[config.mk]
export PLATFORM = sky130hd
export DESIGN_NAME = fds_lane
export DESIGN_NICKNAME = d
export VERILOG_FILES = /design/src/rtl/assert_macros.svh /design/src/rtl/fds_pkg.sv /design/src/rtl/fds_lane.sv
export SDC_FILE = /design/constraint.sdc
export NUM_CORES = 2
export LEC_CHECK = 0
export ABC_CLOCK_PERIOD_IN_PS = 10900
export BUFFER_PORTS_ARGS = -buffer_cell sky130_fd_sc_hd__buf_2
export CORE_MARGIN = 1
export CORE_UTILIZATION = 35
export CTS_BUF_LIST = sky130_fd_sc_hd__clkbuf_8
export DETAILED_ROUTE_END_ITERATION = 7
export GPL_TIMING_DRIVEN = 1
export PLACE_DENSITY = 0.54
export SYNTH_ARGS = -nofsm -noshare
export SYNTH_HDL_FRONTEND = slang
export SYNTH_SLANG_ARGS = --single-unit
[constraint.sdc]
create_clock -name clk -period 10.9 [get_ports clk]
set_clock_uncertainty 0.1 [all_clocks]
set_input_delay 1.635 -clock clk [delete_from_list [all_inputs] [get_ports clk]]
set_output_delay 1.635 -clock clk [all_outputs]
set_load 0.1 [all_outputs]
[src/rtl/assert_macros.svh]
// Assertion macros for the RTL files; included by the stencil top level.
`ifndef ASSERT_MACROS_SVH
`define ASSERT_MACROS_SVH

// Condition holds at every clock edge outside reset.
`define ASSERT_ALWAYS(label, cond) \
  label: assert property (@(posedge clk) disable iff (!rst_n) (cond)) \
    else $error("assertion failed");

// Consequent holds in the same cycle as the antecedent.
`define ASSERT_IMPL(label, ante, cons) \
  label: assert property (@(posedge clk) disable iff (!rst_n) (ante) |-> (cons)) \
    else $error("assertion failed");

// Consequent holds in the cycle after the antecedent.
`define ASSERT_NEXT(label, ante, cons) \
  label: assert property (@(posedge clk) disable iff (!rst_n) (ante) |=> (cons)) \
    else $error("assertion failed");

`endif

[src/rtl/fds_pkg.sv]
// Shared types, widths and the stencil coefficient tables.
package fds_pkg;

  localparam int LANES     = 7;
  localparam int SAMPLE_W  = 32;
  localparam int SCALE_W   = 32;
  localparam int COEF_W    = 36;
  localparam int COEF_FRAC = 30;
  localparam int OUT_FRAC  = 16;
  localparam int PROD_W    = SAMPLE_W + COEF_W;
  localparam int SUM_W     = PROD_W + 4;
  localparam int ACC_W     = SUM_W - COEF_FRAC;
  localparam int PART_W    = ACC_W + SCALE_W / 2 + 1;
  localparam int FULL_W    = ACC_W + SCALE_W + 1;
  localparam int RES_W     = FULL_W - OUT_FRAC;

  localparam logic [2:0] PTS3 = 3'd3;
  localparam logic [2:0] PTS5 = 3'd5;
  localparam logic [2:0] PTS7 = 3'd7;

  localparam logic CFG_POINTS = 1'b0;
  localparam logic CFG_OFFSET = 1'b1;

  typedef struct packed {
    logic s1;
    logic s2;
    logic s3;
    logic s4;
    logic s5;
    logic s6;
  } stn_ld_t;

  localparam longint Q1 = 64'sd1073741824;

  localparam longint K1_1     = (2 * 1 * Q1 + 1) / (2 * 1);
  localparam longint K2_1     = (2 * 2 * Q1 + 1) / (2 * 1);
  localparam longint K3_1     = (2 * 3 * Q1 + 1) / (2 * 1);
  localparam longint K4_1     = (2 * 4 * Q1 + 1) / (2 * 1);
  localparam longint K6_1     = (2 * 6 * Q1 + 1) / (2 * 1);
  localparam longint K1_2     = (2 * 1 * Q1 + 2) / (2 * 2);
  localparam longint K3_2     = (2 * 3 * Q1 + 2) / (2 * 2);
  localparam longint K5_2     = (2 * 5 * Q1 + 2) / (2 * 2);
  localparam longint K15_2    = (2 * 15 * Q1 + 2) / (2 * 2);
  localparam longint K19_2    = (2 * 19 * Q1 + 2) / (2 * 2);
  localparam longint K33_2    = (2 * 33 * Q1 + 2) / (2 * 2);
  localparam longint K1_3     = (2 * 1 * Q1 + 3) / (2 * 3);
  localparam longint K2_3     = (2 * 2 * Q1 + 3) / (2 * 3);
  localparam longint K4_3     = (2 * 4 * Q1 + 3) / (2 * 3);
  localparam longint K5_3     = (2 * 5 * Q1 + 3) / (2 * 3);
  localparam longint K7_3     = (2 * 7 * Q1 + 3) / (2 * 3);
  localparam longint K14_3    = (2 * 14 * Q1 + 3) / (2 * 3);
  localparam longint K20_3    = (2 * 20 * Q1 + 3) / (2 * 3);
  localparam longint K26_3    = (2 * 26 * Q1 + 3) / (2 * 3);
  localparam longint K1_4     = (2 * 1 * Q1 + 4) / (2 * 4);
  localparam longint K3_4     = (2 * 3 * Q1 + 4) / (2 * 4);
  localparam longint K15_4    = (2 * 15 * Q1 + 4) / (2 * 4);
  localparam longint K117_4   = (2 * 117 * Q1 + 4) / (2 * 4);
  localparam longint K2_5     = (2 * 2 * Q1 + 5) / (2 * 5);
  localparam longint K6_5     = (2 * 6 * Q1 + 5) / (2 * 5);
  localparam longint K27_5    = (2 * 27 * Q1 + 5) / (2 * 5);
  localparam longint K87_5    = (2 * 87 * Q1 + 5) / (2 * 5);
  localparam longint K1_6     = (2 * 1 * Q1 + 6) / (2 * 6);
  localparam longint K5_6     = (2 * 5 * Q1 + 6) / (2 * 6);
  localparam longint K10_9    = (2 * 10 * Q1 + 9) / (2 * 9);
  localparam longint K254_9   = (2 * 254 * Q1 + 9) / (2 * 9);
  localparam longint K1_12    = (2 * 1 * Q1 + 12) / (2 * 12);
  localparam longint K7_12    = (2 * 7 * Q1 + 12) / (2 * 12);
  localparam longint K11_12   = (2 * 11 * Q1 + 12) / (2 * 12);
  localparam longint K17_12   = (2 * 17 * Q1 + 12) / (2 * 12);
  localparam longint K19_12   = (2 * 19 * Q1 + 12) / (2 * 12);
  localparam longint K25_12   = (2 * 25 * Q1 + 12) / (2 * 12);
  localparam longint K35_12   = (2 * 35 * Q1 + 12) / (2 * 12);
  localparam longint K1_15    = (2 * 1 * Q1 + 15) / (2 * 15);
  localparam longint K2_15    = (2 * 2 * Q1 + 15) / (2 * 15);
  localparam longint K19_15   = (2 * 19 * Q1 + 15) / (2 * 15);
  localparam longint K47_18   = (2 * 47 * Q1 + 18) / (2 * 18);
  localparam longint K49_18   = (2 * 49 * Q1 + 18) / (2 * 18);
  localparam longint K3_20    = (2 * 3 * Q1 + 20) / (2 * 20);
  localparam longint K49_20   = (2 * 49 * Q1 + 20) / (2 * 20);
  localparam longint K1_30    = (2 * 1 * Q1 + 30) / (2 * 30);
  localparam longint K203_45  = (2 * 203 * Q1 + 45) / (2 * 45);
  localparam longint K1_60    = (2 * 1 * Q1 + 60) / (2 * 60);
  localparam longint K31_60   = (2 * 31 * Q1 + 60) / (2 * 60);
  localparam longint K49_60   = (2 * 49 * Q1 + 60) / (2 * 60);
  localparam longint K77_60   = (2 * 77 * Q1 + 60) / (2 * 60);
  localparam longint K1_90    = (2 * 1 * Q1 + 90) / (2 * 90);
  localparam longint K13_180  = (2 * 13 * Q1 + 180) / (2 * 180);
  localparam longint K137_180 = (2 * 137 * Q1 + 180) / (2 * 180);

  localparam longint W3 [2][3][3] = '{
    '{'{-K3_2, K2_1, -K1_2}, '{-K1_2, 0, K1_2}, '{K1_2, -K2_1, K3_2}},
    '{'{K1_1, -K2_1, K1_1}, '{K1_1, -K2_1, K1_1}, '{K1_1, -K2_1, K1_1}}};

  localparam longint W5 [2][5][5] = '{
    '{'{-K25_12, K4_1, -K3_1, K4_3, -K1_4},
      '{-K1_4, -K5_6, K3_2, -K1_2, K1_12},
      '{K1_12, -K2_3, 0, K2_3, -K1_12},
      '{-K1_12, K1_2, -K3_2, K5_6, K1_4},
      '{K1_4, -K4_3, K3_1, -K4_1, K25_12}},
    '{'{K35_12, -K26_3, K19_2, -K14_3, K11_12},
      '{K11_12, -K5_3, K1_2, K1_3, -K1_12},
      '{-K1_12, K4_3, -K5_2, K4_3, -K1_12},
      '{-K1_12, K1_3, K1_2, -K5_3, K11_12},
      '{K11_12, -K14_3, K19_2, -K26_3, K35_12}}};

  localparam longint W7 [2][7][7] = '{
    '{'{-K49_20, K6_1, -K15_2, K20_3, -K15_4, K6_5, -K1_6},
      '{-K1_6, -K77_60, K5_2, -K5_3, K5_6, -K1_4, K1_30},
      '{K1_30, -K2_5, -K7_12, K4_3, -K1_2, K2_15, -K1_60},
      '{-K1_60, K3_20, -K3_4, 0, K3_4, -K3_20, K1_60},
      '{K1_60, -K2_15, K1_2, -K4_3, K7_12, K2_5, -K1_30},
      '{-K1_30, K1_4, -K5_6, K5_3, -K5_2, K77_60, K1_6},
      '{K1_6, -K6_5, K15_4, -K20_3, K15_2, -K6_1, K49_20}},
    '{'{K203_45, -K87_5, K117_4, -K254_9, K33_2, -K27_5, K137_180},
      '{K137_180, -K49_60, -K17_12, K47_18, -K19_12, K31_60, -K13_180},
      '{-K13_180, K19_15, -K7_3, K10_9, K1_12, -K1_15, K1_90},
      '{K1_90, -K3_20, K3_2, -K49_18, K3_2, -K3_20, K1_90},
      '{K1_90, -K1_15, K1_12, K10_9, -K7_3, K19_15, -K13_180},
      '{-K13_180, K31_60, -K19_12, K47_18, -K17_12, -K49_60, K137_180},
      '{K137_180, -K27_5, K33_2, -K254_9, K117_4, -K87_5, K203_45}}};

  function automatic logic signed [COEF_W-1:0] stn_coef(input logic [2:0] pts,
                                                        input logic       ord,
                                                        input logic [2:0] off,
                                                        input logic [2:0] lane);
    longint c;
    c = 0;
    case (pts)
      PTS3: begin
        if (off < 3'd3 && lane < 3'd3) begin
          c = W3[ord][off[1:0]][lane[1:0]];
        end
      end
      PTS5: begin
        if (off < 3'd5 && lane < 3'd5) begin
          c = W5[ord][off][lane];
        end
      end
      PTS7: begin
        if (off < 3'd7 && lane < 3'd7) begin
          c = W7[ord][off][lane];
        end
      end
      default: c = 0;
    endcase
    return COEF_W'(c);
  endfunction

endpackage

[src/rtl/fds_lane.sv]
// One stencil lane: registers a sample and its weight, then multiplies them.
module fds_lane import fds_pkg::*; (
  input  logic                       clk,
  input  stn_ld_t                    ld,
  input  logic signed [SAMPLE_W-1:0] sample,
  input  logic signed [COEF_W-1:0]   coef,
  output logic signed [PROD_W-1:0]   prod
);

  logic signed [SAMPLE_W-1:0] samp_r;
  logic signed [COEF_W-1:0]   coef_r;
  logic signed [PROD_W-1:0]   prod_r;

  always_ff @(posedge clk) begin
    if (ld.s1) begin
      samp_r <= sample;
      coef_r <= coef;
    end
    if (ld.s2) begin
      prod_r <= samp_r * coef_r;
    end
  end

  assign prod = prod_r;

endmodule

==> results.cfg <==
[run_status]
status = completed

[yosys]
syn_nets = 5931
yosysWarnings = 0
yosysSeqAreaShare_pct = 9.21
synth.top_cells.by_area = fa_1, edfxtp_1, inv_1, and2_1, ha_1
synth_area_leader_cell = fa_1
synthFlopType = edfxtp_1
synth_most_common_cell = fa_1
syn_area_sq_mm = 0.0443
synth_cell_types = 60
async_flop_share_pct = 0
ys_seq_elements = 136
syn_inst = 4462
synth_common_cells = fa_1, inv_1, and2_1
synth_edf_count = 136
avgSynthCellArea_sq_um = 9.94
yosysTopAreaCellShare_pct = 54.3

[floorplanning]
die_height_microns = 358
start_util_pct = 35.3
fp.dieW_microns = 358
dieArea_sq_mm = 0.128
boundaryPins = 143
rows = 130
core_sq_mm = 0.126

[worst_setup_path]
crit_path_start_kind = flop
crit_top_cell = fa_1
slowest_delay_ns = 1.02
r2r_cells = 24
crit_path_cell_trace = nand2_1 -> fa_1 -> fa_1 -> inv_1 -> fa_1 -> fa_1 -> inv_1 -> fa_1 -> inv_1 -> fa_1 -> inv_1 -> fa_1 -> inv_1 -> fa_1 -> ha_1 -> a21o_1 -> a21o_1 -> a21oi_1 -> a21boi_0 -> o21ai_0 -> a221o_1 -> a31oi_1 -> o21bai_1 -> xor2_1
required_ns = 11.19
critPathBufInv = 5
cp-end-kind = flop
crit_slowest_cell = edfxtp_1
cp.depth = 24
crit_type = reg -> reg
crit_family = adder cells
crit_fanout = 12
cp.arrival_ns = 9.53

[run]
maxCapViolCount = 0

[timing]
fmax_ghz = 0.108
setup_tns_ns = 0
finalHoldViolations = 0
rsz0062_at_grt = no
final_max_slew_viol_count = 0
worstMarginPinSlew_ns = 1.21
fin_crit_ns = 9.24
slew_headroom_pct = 19.4
setup_viol = 0
fin_crit_sh_pct = 84.8

[finish]
final_net_count = 5929
drive_above_1_share_pct = 6.04
area_growth_pct = 6.64
fin_cells = 6130

[grt]
overflow = 0
grt_max_degree = 69
first_global_vias = 33100
grt_usage_pct = 20.9
grt_pass1_wl_microns = 199000
antenna_found_initial = 14

[clock_tree]
cts_buffers = 17
cts.clk_slew.worst_paths_ns = 0.10
hold_buffers = 0
cts.sinks = 136
htree_levels = 4
clock_latency_ns = 0.65
cts_setup_buffers = 0
cts_max_path_buffers = 2
cts_root_buffer = clkbuf_8
cts-resized-gates = 0
cts_tree = built

[routing]
routedWlPerCell_microns = 20.5
drc = 0
dr_total_vias = 29600
ant_nets = 0
wl_microns = 126000
first_pass_iters = 6
viasPerCell = 4.83
drtIter0Drc = 1422

[worst_hold_path]
min_path_cells = 3
hold_class = reg -> reg

[placed_design]
portBuffers = 138
gp_congestion = 0.847
placedCellCount = 6091
post-dp-hpwl_microns = 103000
## worst paths after layout
| kind | from | endpoint | slack [ns] |
|---|---|---|---|
| setup / recovery | samp_r[8]$_DFFE_PP_ | prod[64]$_DFFE_PP_ | 1.66 |
| hold / removal | samp_r[1]$_DFFE_PP_ | prod[1]$_DFFE_PP_ | 1.02 |
| setup reg to reg | samp_r[8]$_DFFE_PP_ | prod[64]$_DFFE_PP_ | 1.66 |
| hold reg to reg | samp_r[1]$_DFFE_PP_ | prod[1]$_DFFE_PP_ | 1.02 |
## worst min-delay path, cell delays in order (launching register included)
cell,delay (ns)
edfxtp_1,0.33
buf_4,0.37
and2_1,0.19
ha_1,0.11
## kinds of logic after synthesis
group	Yosys count	synth area share, %
and+or+nand+nor	1306	14.8
xor gates and xnor gates	77	1.52
DFF	136	9.21
buffers and inverters	1312	11.1
AOI/OAI and AO/OA	237	3.67
adders and majority gates	1394	59.7
## stage by stage
step                      worst slack, ns  utilization (%)  instance area, sq um  hold slack, ns
after floorplan                      2.97                -                 44300           0.484
after global placement               1.72             37.3                 46800            1.04
after detailed placement             1.68             37.3                 46800            1.03
after CTS                            1.60             37.6                 47300           0.961
after global routing                 1.23             37.6                 47300           0.986
final                                1.66             37.7                 47300            1.02
## routing by layer
layer / track usage, % / share of wire [%] / vias to the layer above
met5: 0 / 0 / -
li1: - / - / 12800
met1: 25.3 / 40 / 16000
met4: 6.37 / 2.9 / 0
met2: 38.3 / 54 / 595
met3: 2.74 / 3.6 / 178
## cells in the final DEF (no fill, tap or decap), drive strengths merged, types with 4 or more instances in the layout
| cell type | n |
|---|---|
| fa | 1202 |
| inv | 1079 |
| and2 | 586 |
| nand2 | 580 |
| buf | 219 |
| ha | 192 |
| edfxtp | 136 |
| a21oi | 73 |
| nor2 | 63 |
| xnor2 | 46 |
| a21o | 40 |
| o21ai | 37 |
| xor2 | 31 |
| clkbuf | 17 |
| a31oi | 15 |
| nand2b | 13 |
| nand3 | 13 |
| nor3 | 13 |
| o21bai | 12 |
| nand4 | 11 |
| o211ai | 10 |
| a211oi | 9 |
| and3 | 9 |
| o21a | 8 |
| diode | 7 |
| nor2b | 7 |
| o31ai | 6 |
| a21boi | 5 |
| bufinv | 4 |
## final cells by class
class	count	area, sq um
fillers	12700	78300
multi-input cells	3014	35300
flip-flops and latches	136	4080
inverters	1072	4020
well taps	1650	2060
repair buffers	219	1300
clock inverters	15	235
clock buffers	17	234
diodes	7	17.5
## registers in the layout, summed over array words and instances, names as in the netlist
name / count
prod: 68
samp_r: 32
coef_r: 36
Power is not shown: default switching activity piles up to over one toggle a cycle in this logic, so the estimate is an artifact.
