**src/rtl/assert_macros.svh**
```systemverilog
// Assertion macros for the RTL files; included by the stencil top level.
`ifndef ASSERT_MACROS_SVH
`define ASSERT_MACROS_SVH

// Condition holds at every clock edge outside reset.
`define ASSERT_ALWAYS(label, cond) \
  label: assert property (@(posedge clk) disable iff (!rst_n) (cond)) \
    else $error("assertion failed");

// Consequent holds in the same cycle as the antecedent.
`define ASSERT_IMPL(label, ante, cons) \
  label: assert property (@(posedge clk) disable iff (!rst_n) (ante) |-> (cons)) \
    else $error("assertion failed");

// Consequent holds in the cycle after the antecedent.
`define ASSERT_NEXT(label, ante, cons) \
  label: assert property (@(posedge clk) disable iff (!rst_n) (ante) |=> (cons)) \
    else $error("assertion failed");

`endif

```
**src/rtl/fds_pkg.sv**
```systemverilog
// Shared types, widths and the stencil coefficient tables.
package fds_pkg;

  localparam int LANES     = 7;
  localparam int SAMPLE_W  = 32;
  localparam int SCALE_W   = 32;
  localparam int COEF_W    = 36;
  localparam int COEF_FRAC = 30;
  localparam int OUT_FRAC  = 16;
  localparam int PROD_W    = SAMPLE_W + COEF_W;
  localparam int SUM_W     = PROD_W + 4;
  localparam int ACC_W     = SUM_W - COEF_FRAC;
  localparam int PART_W    = ACC_W + SCALE_W / 2 + 1;
  localparam int FULL_W    = ACC_W + SCALE_W + 1;
  localparam int RES_W     = FULL_W - OUT_FRAC;

  localparam logic [2:0] PTS3 = 3'd3;
  localparam logic [2:0] PTS5 = 3'd5;
  localparam logic [2:0] PTS7 = 3'd7;

  localparam logic CFG_POINTS = 1'b0;
  localparam logic CFG_OFFSET = 1'b1;

  typedef struct packed {
    logic s1;
    logic s2;
    logic s3;
    logic s4;
    logic s5;
    logic s6;
  } stn_ld_t;

  localparam longint Q1 = 64'sd1073741824;

  localparam longint K1_1     = (2 * 1 * Q1 + 1) / (2 * 1);
  localparam longint K2_1     = (2 * 2 * Q1 + 1) / (2 * 1);
  localparam longint K3_1     = (2 * 3 * Q1 + 1) / (2 * 1);
  localparam longint K4_1     = (2 * 4 * Q1 + 1) / (2 * 1);
  localparam longint K6_1     = (2 * 6 * Q1 + 1) / (2 * 1);
  localparam longint K1_2     = (2 * 1 * Q1 + 2) / (2 * 2);
  localparam longint K3_2     = (2 * 3 * Q1 + 2) / (2 * 2);
  localparam longint K5_2     = (2 * 5 * Q1 + 2) / (2 * 2);
  localparam longint K15_2    = (2 * 15 * Q1 + 2) / (2 * 2);
  localparam longint K19_2    = (2 * 19 * Q1 + 2) / (2 * 2);
  localparam longint K33_2    = (2 * 33 * Q1 + 2) / (2 * 2);
  localparam longint K1_3     = (2 * 1 * Q1 + 3) / (2 * 3);
  localparam longint K2_3     = (2 * 2 * Q1 + 3) / (2 * 3);
  localparam longint K4_3     = (2 * 4 * Q1 + 3) / (2 * 3);
  localparam longint K5_3     = (2 * 5 * Q1 + 3) / (2 * 3);
  localparam longint K7_3     = (2 * 7 * Q1 + 3) / (2 * 3);
  localparam longint K14_3    = (2 * 14 * Q1 + 3) / (2 * 3);
  localparam longint K20_3    = (2 * 20 * Q1 + 3) / (2 * 3);
  localparam longint K26_3    = (2 * 26 * Q1 + 3) / (2 * 3);
  localparam longint K1_4     = (2 * 1 * Q1 + 4) / (2 * 4);
  localparam longint K3_4     = (2 * 3 * Q1 + 4) / (2 * 4);
  localparam longint K15_4    = (2 * 15 * Q1 + 4) / (2 * 4);
  localparam longint K117_4   = (2 * 117 * Q1 + 4) / (2 * 4);
  localparam longint K2_5     = (2 * 2 * Q1 + 5) / (2 * 5);
  localparam longint K6_5     = (2 * 6 * Q1 + 5) / (2 * 5);
  localparam longint K27_5    = (2 * 27 * Q1 + 5) / (2 * 5);
  localparam longint K87_5    = (2 * 87 * Q1 + 5) / (2 * 5);
  localparam longint K1_6     = (2 * 1 * Q1 + 6) / (2 * 6);
  localparam longint K5_6     = (2 * 5 * Q1 + 6) / (2 * 6);
  localparam longint K10_9    = (2 * 10 * Q1 + 9) / (2 * 9);
  localparam longint K254_9   = (2 * 254 * Q1 + 9) / (2 * 9);
  localparam longint K1_12    = (2 * 1 * Q1 + 12) / (2 * 12);
  localparam longint K7_12    = (2 * 7 * Q1 + 12) / (2 * 12);
  localparam longint K11_12   = (2 * 11 * Q1 + 12) / (2 * 12);
  localparam longint K17_12   = (2 * 17 * Q1 + 12) / (2 * 12);
  localparam longint K19_12   = (2 * 19 * Q1 + 12) / (2 * 12);
  localparam longint K25_12   = (2 * 25 * Q1 + 12) / (2 * 12);
  localparam longint K35_12   = (2 * 35 * Q1 + 12) / (2 * 12);
  localparam longint K1_15    = (2 * 1 * Q1 + 15) / (2 * 15);
  localparam longint K2_15    = (2 * 2 * Q1 + 15) / (2 * 15);
  localparam longint K19_15   = (2 * 19 * Q1 + 15) / (2 * 15);
  localparam longint K47_18   = (2 * 47 * Q1 + 18) / (2 * 18);
  localparam longint K49_18   = (2 * 49 * Q1 + 18) / (2 * 18);
  localparam longint K3_20    = (2 * 3 * Q1 + 20) / (2 * 20);
  localparam longint K49_20   = (2 * 49 * Q1 + 20) / (2 * 20);
  localparam longint K1_30    = (2 * 1 * Q1 + 30) / (2 * 30);
  localparam longint K203_45  = (2 * 203 * Q1 + 45) / (2 * 45);
  localparam longint K1_60    = (2 * 1 * Q1 + 60) / (2 * 60);
  localparam longint K31_60   = (2 * 31 * Q1 + 60) / (2 * 60);
  localparam longint K49_60   = (2 * 49 * Q1 + 60) / (2 * 60);
  localparam longint K77_60   = (2 * 77 * Q1 + 60) / (2 * 60);
  localparam longint K1_90    = (2 * 1 * Q1 + 90) / (2 * 90);
  localparam longint K13_180  = (2 * 13 * Q1 + 180) / (2 * 180);
  localparam longint K137_180 = (2 * 137 * Q1 + 180) / (2 * 180);

  localparam longint W3 [2][3][3] = '{
    '{'{-K3_2, K2_1, -K1_2}, '{-K1_2, 0, K1_2}, '{K1_2, -K2_1, K3_2}},
    '{'{K1_1, -K2_1, K1_1}, '{K1_1, -K2_1, K1_1}, '{K1_1, -K2_1, K1_1}}};

  localparam longint W5 [2][5][5] = '{
    '{'{-K25_12, K4_1, -K3_1, K4_3, -K1_4},
      '{-K1_4, -K5_6, K3_2, -K1_2, K1_12},
      '{K1_12, -K2_3, 0, K2_3, -K1_12},
      '{-K1_12, K1_2, -K3_2, K5_6, K1_4},
      '{K1_4, -K4_3, K3_1, -K4_1, K25_12}},
    '{'{K35_12, -K26_3, K19_2, -K14_3, K11_12},
      '{K11_12, -K5_3, K1_2, K1_3, -K1_12},
      '{-K1_12, K4_3, -K5_2, K4_3, -K1_12},
      '{-K1_12, K1_3, K1_2, -K5_3, K11_12},
      '{K11_12, -K14_3, K19_2, -K26_3, K35_12}}};

  localparam longint W7 [2][7][7] = '{
    '{'{-K49_20, K6_1, -K15_2, K20_3, -K15_4, K6_5, -K1_6},
      '{-K1_6, -K77_60, K5_2, -K5_3, K5_6, -K1_4, K1_30},
      '{K1_30, -K2_5, -K7_12, K4_3, -K1_2, K2_15, -K1_60},
      '{-K1_60, K3_20, -K3_4, 0, K3_4, -K3_20, K1_60},
      '{K1_60, -K2_15, K1_2, -K4_3, K7_12, K2_5, -K1_30},
      '{-K1_30, K1_4, -K5_6, K5_3, -K5_2, K77_60, K1_6},
      '{K1_6, -K6_5, K15_4, -K20_3, K15_2, -K6_1, K49_20}},
    '{'{K203_45, -K87_5, K117_4, -K254_9, K33_2, -K27_5, K137_180},
      '{K137_180, -K49_60, -K17_12, K47_18, -K19_12, K31_60, -K13_180},
      '{-K13_180, K19_15, -K7_3, K10_9, K1_12, -K1_15, K1_90},
      '{K1_90, -K3_20, K3_2, -K49_18, K3_2, -K3_20, K1_90},
      '{K1_90, -K1_15, K1_12, K10_9, -K7_3, K19_15, -K13_180},
      '{-K13_180, K31_60, -K19_12, K47_18, -K17_12, -K49_60, K137_180},
      '{K137_180, -K27_5, K33_2, -K254_9, K117_4, -K87_5, K203_45}}};

  function automatic logic signed [COEF_W-1:0] stn_coef(input logic [2:0] pts,
                                                        input logic       ord,
                                                        input logic [2:0] off,
                                                        input logic [2:0] lane);
    longint c;
    c = 0;
    case (pts)
      PTS3: begin
        if (off < 3'd3 && lane < 3'd3) begin
          c = W3[ord][off[1:0]][lane[1:0]];
        end
      end
      PTS5: begin
        if (off < 3'd5 && lane < 3'd5) begin
          c = W5[ord][off][lane];
        end
      end
      PTS7: begin
        if (off < 3'd7 && lane < 3'd7) begin
          c = W7[ord][off][lane];
        end
      end
      default: c = 0;
    endcase
    return COEF_W'(c);
  endfunction

endpackage

```
**src/rtl/fds_merge.sv**
```systemverilog
// Merge stage: sums lane products, rounds, scales, rounds again and saturates; a bad stencil gives zero.
module fds_merge import fds_pkg::*; (
  input  logic                       clk,
  input  stn_ld_t                    ld,
  input  logic signed [PROD_W-1:0]   prod [LANES],
  input  logic [SCALE_W-1:0]         scale,
  input  logic                       bad,
  output logic signed [SAMPLE_W-1:0] derivative,
  output logic                       saturated,
  output logic                       bad_stencil
);

  localparam int HALF = SCALE_W / 2;
  localparam logic signed [SUM_W-1:0]  RND_ACC = SUM_W'(1) <<< (COEF_FRAC - 1);
  localparam logic signed [FULL_W-1:0] RND_OUT = FULL_W'(1) <<< (OUT_FRAC - 1);

  logic signed [SUM_W-1:0]    psum_a_r, psum_b_r, psum_a_nxt, psum_b_nxt;
  logic [SCALE_W-1:0]         scale3_r, scale4_r;
  logic                       bad3_r, bad4_r, bad5_r;
  logic signed [ACC_W-1:0]    acc_r, acc_nxt;
  logic signed [PART_W-1:0]   pl_r, ph_r, pl_nxt, ph_nxt;
  logic signed [SAMPLE_W-1:0] deriv_r, deriv_nxt;
  logic                       sat_r, sat_nxt, bad_r;

  always_comb begin
    psum_a_nxt = SUM_W'(prod[0]) + SUM_W'(prod[1]) + SUM_W'(prod[2]) + SUM_W'(prod[3]);
    psum_b_nxt = SUM_W'(prod[4]) + SUM_W'(prod[5]) + SUM_W'(prod[6]);
  end

  always_comb begin
    logic signed [SUM_W-1:0] tot;
    tot     = psum_a_r + psum_b_r + RND_ACC;
    acc_nxt = ACC_W'(tot >>> COEF_FRAC);
  end

  always_comb begin
    pl_nxt = acc_r * $signed({1'b0, scale4_r[HALF-1:0]});
    ph_nxt = acc_r * $signed({1'b0, scale4_r[SCALE_W-1:HALF]});
  end

  always_comb begin
    logic signed [FULL_W-1:0] full;
    logic signed [RES_W-1:0]  res;
    logic [RES_W-SAMPLE_W:0]  hi;
    full = (FULL_W'(ph_r) <<< HALF) + FULL_W'(pl_r) + RND_OUT;
    res  = RES_W'(full >>> OUT_FRAC);
    hi   = res[RES_W-1:SAMPLE_W-1];
    deriv_nxt = res[SAMPLE_W-1:0];
    sat_nxt   = 1'b0;
    if (bad5_r) begin
      deriv_nxt = '0;
    end else if (!((&hi) || !(|hi))) begin
      sat_nxt   = 1'b1;
      deriv_nxt = res[RES_W-1] ? {1'b1, {(SAMPLE_W-1){1'b0}}} : {1'b0, {(SAMPLE_W-1){1'b1}}};
    end
  end

  always_ff @(posedge clk) begin
    if (ld.s3) begin
      psum_a_r <= psum_a_nxt;
      psum_b_r <= psum_b_nxt;
      scale3_r <= scale;
      bad3_r   <= bad;
    end
    if (ld.s4) begin
      acc_r    <= acc_nxt;
      scale4_r <= scale3_r;
      bad4_r   <= bad3_r;
    end
    if (ld.s5) begin
      pl_r   <= pl_nxt;
      ph_r   <= ph_nxt;
      bad5_r <= bad4_r;
    end
    if (ld.s6) begin
      deriv_r <= deriv_nxt;
      sat_r   <= sat_nxt;
      bad_r   <= bad5_r;
    end
  end

  assign derivative  = deriv_r;
  assign saturated   = sat_r;
  assign bad_stencil = bad_r;

endmodule

```
**config.mk**
```make
export PLATFORM = sky130hd
export DESIGN_NAME = fds_merge
export DESIGN_NICKNAME = d
export VERILOG_FILES = /design/src/rtl/assert_macros.svh /design/src/rtl/fds_pkg.sv /design/src/rtl/fds_merge.sv
export SDC_FILE = /design/constraint.sdc
export NUM_CORES = 2
export LEC_CHECK = 0
export BUFFER_PORTS_ARGS = -buffer_cell sky130_fd_sc_hd__buf_2
export CORE_ASPECT_RATIO = 2
export CORE_MARGIN = 2
export CORE_UTILIZATION = 50
export CTS_CLUSTER_DIAMETER = 50
export DETAILED_ROUTE_END_ITERATION = 12
export PLACE_DENSITY_LB_ADDON = 0.1
export SYNTH_ARGS = -nofsm -noshare
export SYNTH_HDL_FRONTEND = slang
export SYNTH_SLANG_ARGS = --single-unit
```
**constraint.sdc**
```tcl
create_clock -name clk -period 16.9 [get_ports clk]
set_clock_uncertainty 0.05 [all_clocks]
set_input_delay 2.535 -clock clk [delete_from_list [all_inputs] [get_ports clk]]
set_output_delay 2.535 -clock clk [all_outputs]
set_load 0.02 [all_outputs]
```
==> flow_metrics.env <==
export IMPL_cts_path_max_buffers=3
export IMPL_hold_violations=0
export IMPL_tightestPinTransition_ns=0.969
export IMPL_worst_setup_path_type="reg -> reg"
export IMPL_postLayoutCoreUtil=0.541
export IMPL_max_stage_delay_ns=0.60
export IMPL_synthArstFlopShare=0
export IMPL_antenna_left=0
export IMPL_syn_nets=10513
export IMPL_final_layout_size_suffix_gt1_frac=0.0923
export IMPL_grt_pass1_vias=63277
export IMPL_drc_errors=0
export IMPL_io_pins=550
export IMPL_synth_cell_types=87
export IMPL_start_util=0.503
export IMPL_setup_violations=0
export IMPL_synth_area_leader_cell="fa_1"
export IMPL_hold_path_class="reg -> reg"
export IMPL_drt_iter0_markers=2771
export IMPL_max_freq_mhz=114
export IMPL_core_mm2=0.151
export IMPL_fp_row_count=202
export IMPL_synth_cells=7927
export IMPL_holdBufCountCts=0
export IMPL_fin_ws_ns=8.12
export IMPL_yosys_warnings=0
export IMPL_vias=56617
export IMPL_place_port_buffers=547
export IMPL_startpoint_type="flip-flop"
export IMPL_synth_top_area_share=0.385
export IMPL_layout_min_cycle_time_ns=8.78
export IMPL_crit_path_top_delay_cell="fa_1"
export IMPL_dp_cells=10139
export IMPL_grt_pass1_wl_um=336000
export IMPL_hold_start="scale3_r[1]"
export IMPL_ys_seq_area_frac=0.153
export IMPL_hold_depth=0
export IMPL_timing_rr_start="scale4_r[18]"
export IMPL_die_x_um=280
export IMPL_die_area_mm2=0.155
export IMPL_via_per_inst=5.54
export IMPL_worstPathArrival_ns=9.06
export IMPL_hold_path_end="scale4_r[1]"
export IMPL_layoutNonFillerInstCount=10212
export IMPL_cts_buffers=39
export IMPL_syn_area_mm2=0.0760
export IMPL_rsz0062_at_grt="no"
export IMPL_synth_edf_count=387
export IMPL_clk_pin_slew_ns=0.06
export IMPL_ys_flop_type="edfxtp_1"
export IMPL_drv_slew=0
export IMPL_overflow=0
export IMPL_regToRegEndpoint="ph_r[44]"
export IMPL_postCtsSetupBuffers=0
export IMPL_status="finished, final reports clean"
export IMPL_area_delta_synth_final_pct=7.59
export IMPL_max_cap_violations=0
export IMPL_antenna_found_initial=19
export IMPL_final_cell_mix="1518 x inv_1, 1463 x fa_1, 1039 x nand2_1"
export IMPL_cp_end_kind="flip-flop"
export IMPL_dp_hpwl_um=172000
export IMPL_final_nets=10828
export IMPL_relSlewSlack=0.347
export IMPL_place_ws_ns=8.16
export IMPL_wl_per_cell_um=21.2
export IMPL_grt_max_degree=74
export IMPL_tritoncts="built"
export IMPL_layout_commonest_cell="inv_1"
export IMPL_routed_wl_um=216000
export IMPL_die_y_um=555
export IMPL_crit_top_cell="fa_1"
export IMPL_fin_crit_sh=0.520
export IMPL_grt_usage=0.283
export IMPL_place_congestion=0.920
export IMPL_cts_root_buf="clkbuf_16"
export IMPL_ys_top_cells_by_area="fa_1 39%, edfxtp_1 15%, ha_1 10%"
export IMPL_h_tree_depth=2
export IMPL_crit_fanout=42
export IMPL_avgSynthCellArea_um2=9.59
export IMPL_reg2regPathDepth=25
export IMPL_worstSkewPairLatency_ns=0.63
export IMPL_rrSetupSlack_ns=8.12
export IMPL_fin_tns_setup_ns=0
export IMPL_firstDrtPassIters=5
export IMPL_cts_sinks=387
export IMPL_post_cts_resized=0
export IMPL_synth_seq_cells=387
export IMPL_crit_required_ns=17.18
-- stage by stage --
step | hold WS [ns] | area, µm²
6_report | 0.368 | 81800
5_1_grt | 0.379 | 81800
4_1_cts | 0.370 | 81700
3_5_place_dp | 0.355 | 80400
2_1_floorplan | 0.350 | 76000
3_3_place_gp | 0.350 | 80400
-- cells by family after synthesis --
| kind of cell | share of synthesized area |
|---|---|
| and+or+nand+nor | 0.137 |
| adders and majority gates | 0.485 |
| buffers and inverters | 0.0933 |
| AOI/OAI and AO/OA | 0.0937 |
| DFF | 0.153 |
| xor gates and xnor gates | 0.0369 |
| muxes | 0.000527 |
-- cell usage after synthesis, types with 5 or more instances --
cell       count
fa_1        1463
ha_1         607
o21ai_1        5
a21o_1       185
and2_1       532
o21bai_1      61
xnor2_1      209
nor3b_1        9
a21oi_1      373
a211o_1       12
a221oi_1       9
or2_2          9
a31oi_1       28
o31ai_1       14
nor2b_1       42
a221o_1        5
nor4_1        13
nand4_1       81
clkbuf_1     347
nand3_1       80
o31a_1        11
o21ai_0      186
inv_1       1518
nand2b_1      40
nand2_1     1039
and3_1        29
buf_2          9
o31ai_2       27
a2111oi_0      5
a211oi_1      27
o21a_1        47
a41oi_1        8
and4_1         9
a21boi_0       8
nor2_1       204
o211ai_1      18
o41ai_1        6
nor3_1        53
edfxtp_1     387
xor2_1       111
or3_1         11
o221a_2        5
-- sequential cells by signal, summed over array words and instances (netlist names) --
register,cells
scale3_r,32
bad3_r,1
bad4_r,1
derivative,32
psum_a_r,71
ph_r,59
scale4_r,32
pl_r,44
bad5_r,1
acc_r,42
bad_stencil,1
psum_b_r,70
saturated,1
-- worst max-delay path by stage --
stage                 startpoint        to  slack (ns)  cells past startpoint
floorplan            scale4_r[2]  pl_r[45]        9.55                     27
global placement     scale4_r[8]  pl_r[45]        8.18                     26
detailed placement   scale4_r[8]  pl_r[45]        8.16                     26
CTS                  scale4_r[2]  pl_r[58]        8.11                     24
global route         scale4_r[8]  pl_r[45]        7.75                     26
finish              scale4_r[18]  ph_r[44]        8.12                     25
-- area by class of cell --
class / instances / area, µm²
Fill cell: 13908 / 69400
Multi-Input combinational cell: 5661 / 57300
Sequential cell: 387 / 11600
Inverter: 1518 / 5700
Timing Repair Buffer: 635 / 3410
Tap cell: 1938 / 2420
Clock buffer: 44 / 1040
Clock inverter: 26 / 277
Antenna cell: 3 / 7.51
-- critical path, delay by kind of cell (launching register included) --
family | cells | cell delay, ns
xor gates and xnor gates | 1 | 0.15
AOI/OAI and AO/OA | 11 | 3.40
DFF | 1 | 0.32
and+or+nand+nor | 2 | 0.32
adders and majority gates | 7 | 3.52
buffers and inverters | 4 | 0.68
-- metal layers --
metal | share of wire | wire length, µm | track usage
met5 | 0.00055 | 118 | 0
met4 | 0.069 | 14900 | 0.167
met2 | 0.56 | 121000 | 0.560
met1 | 0.33 | 71500 | 0.281
met3 | 0.043 | 9220 | 0.0252
Power is left out: the tool's default activity adds up to more than one toggle a clock period on the data nets, which glitch-free logic cannot reach.
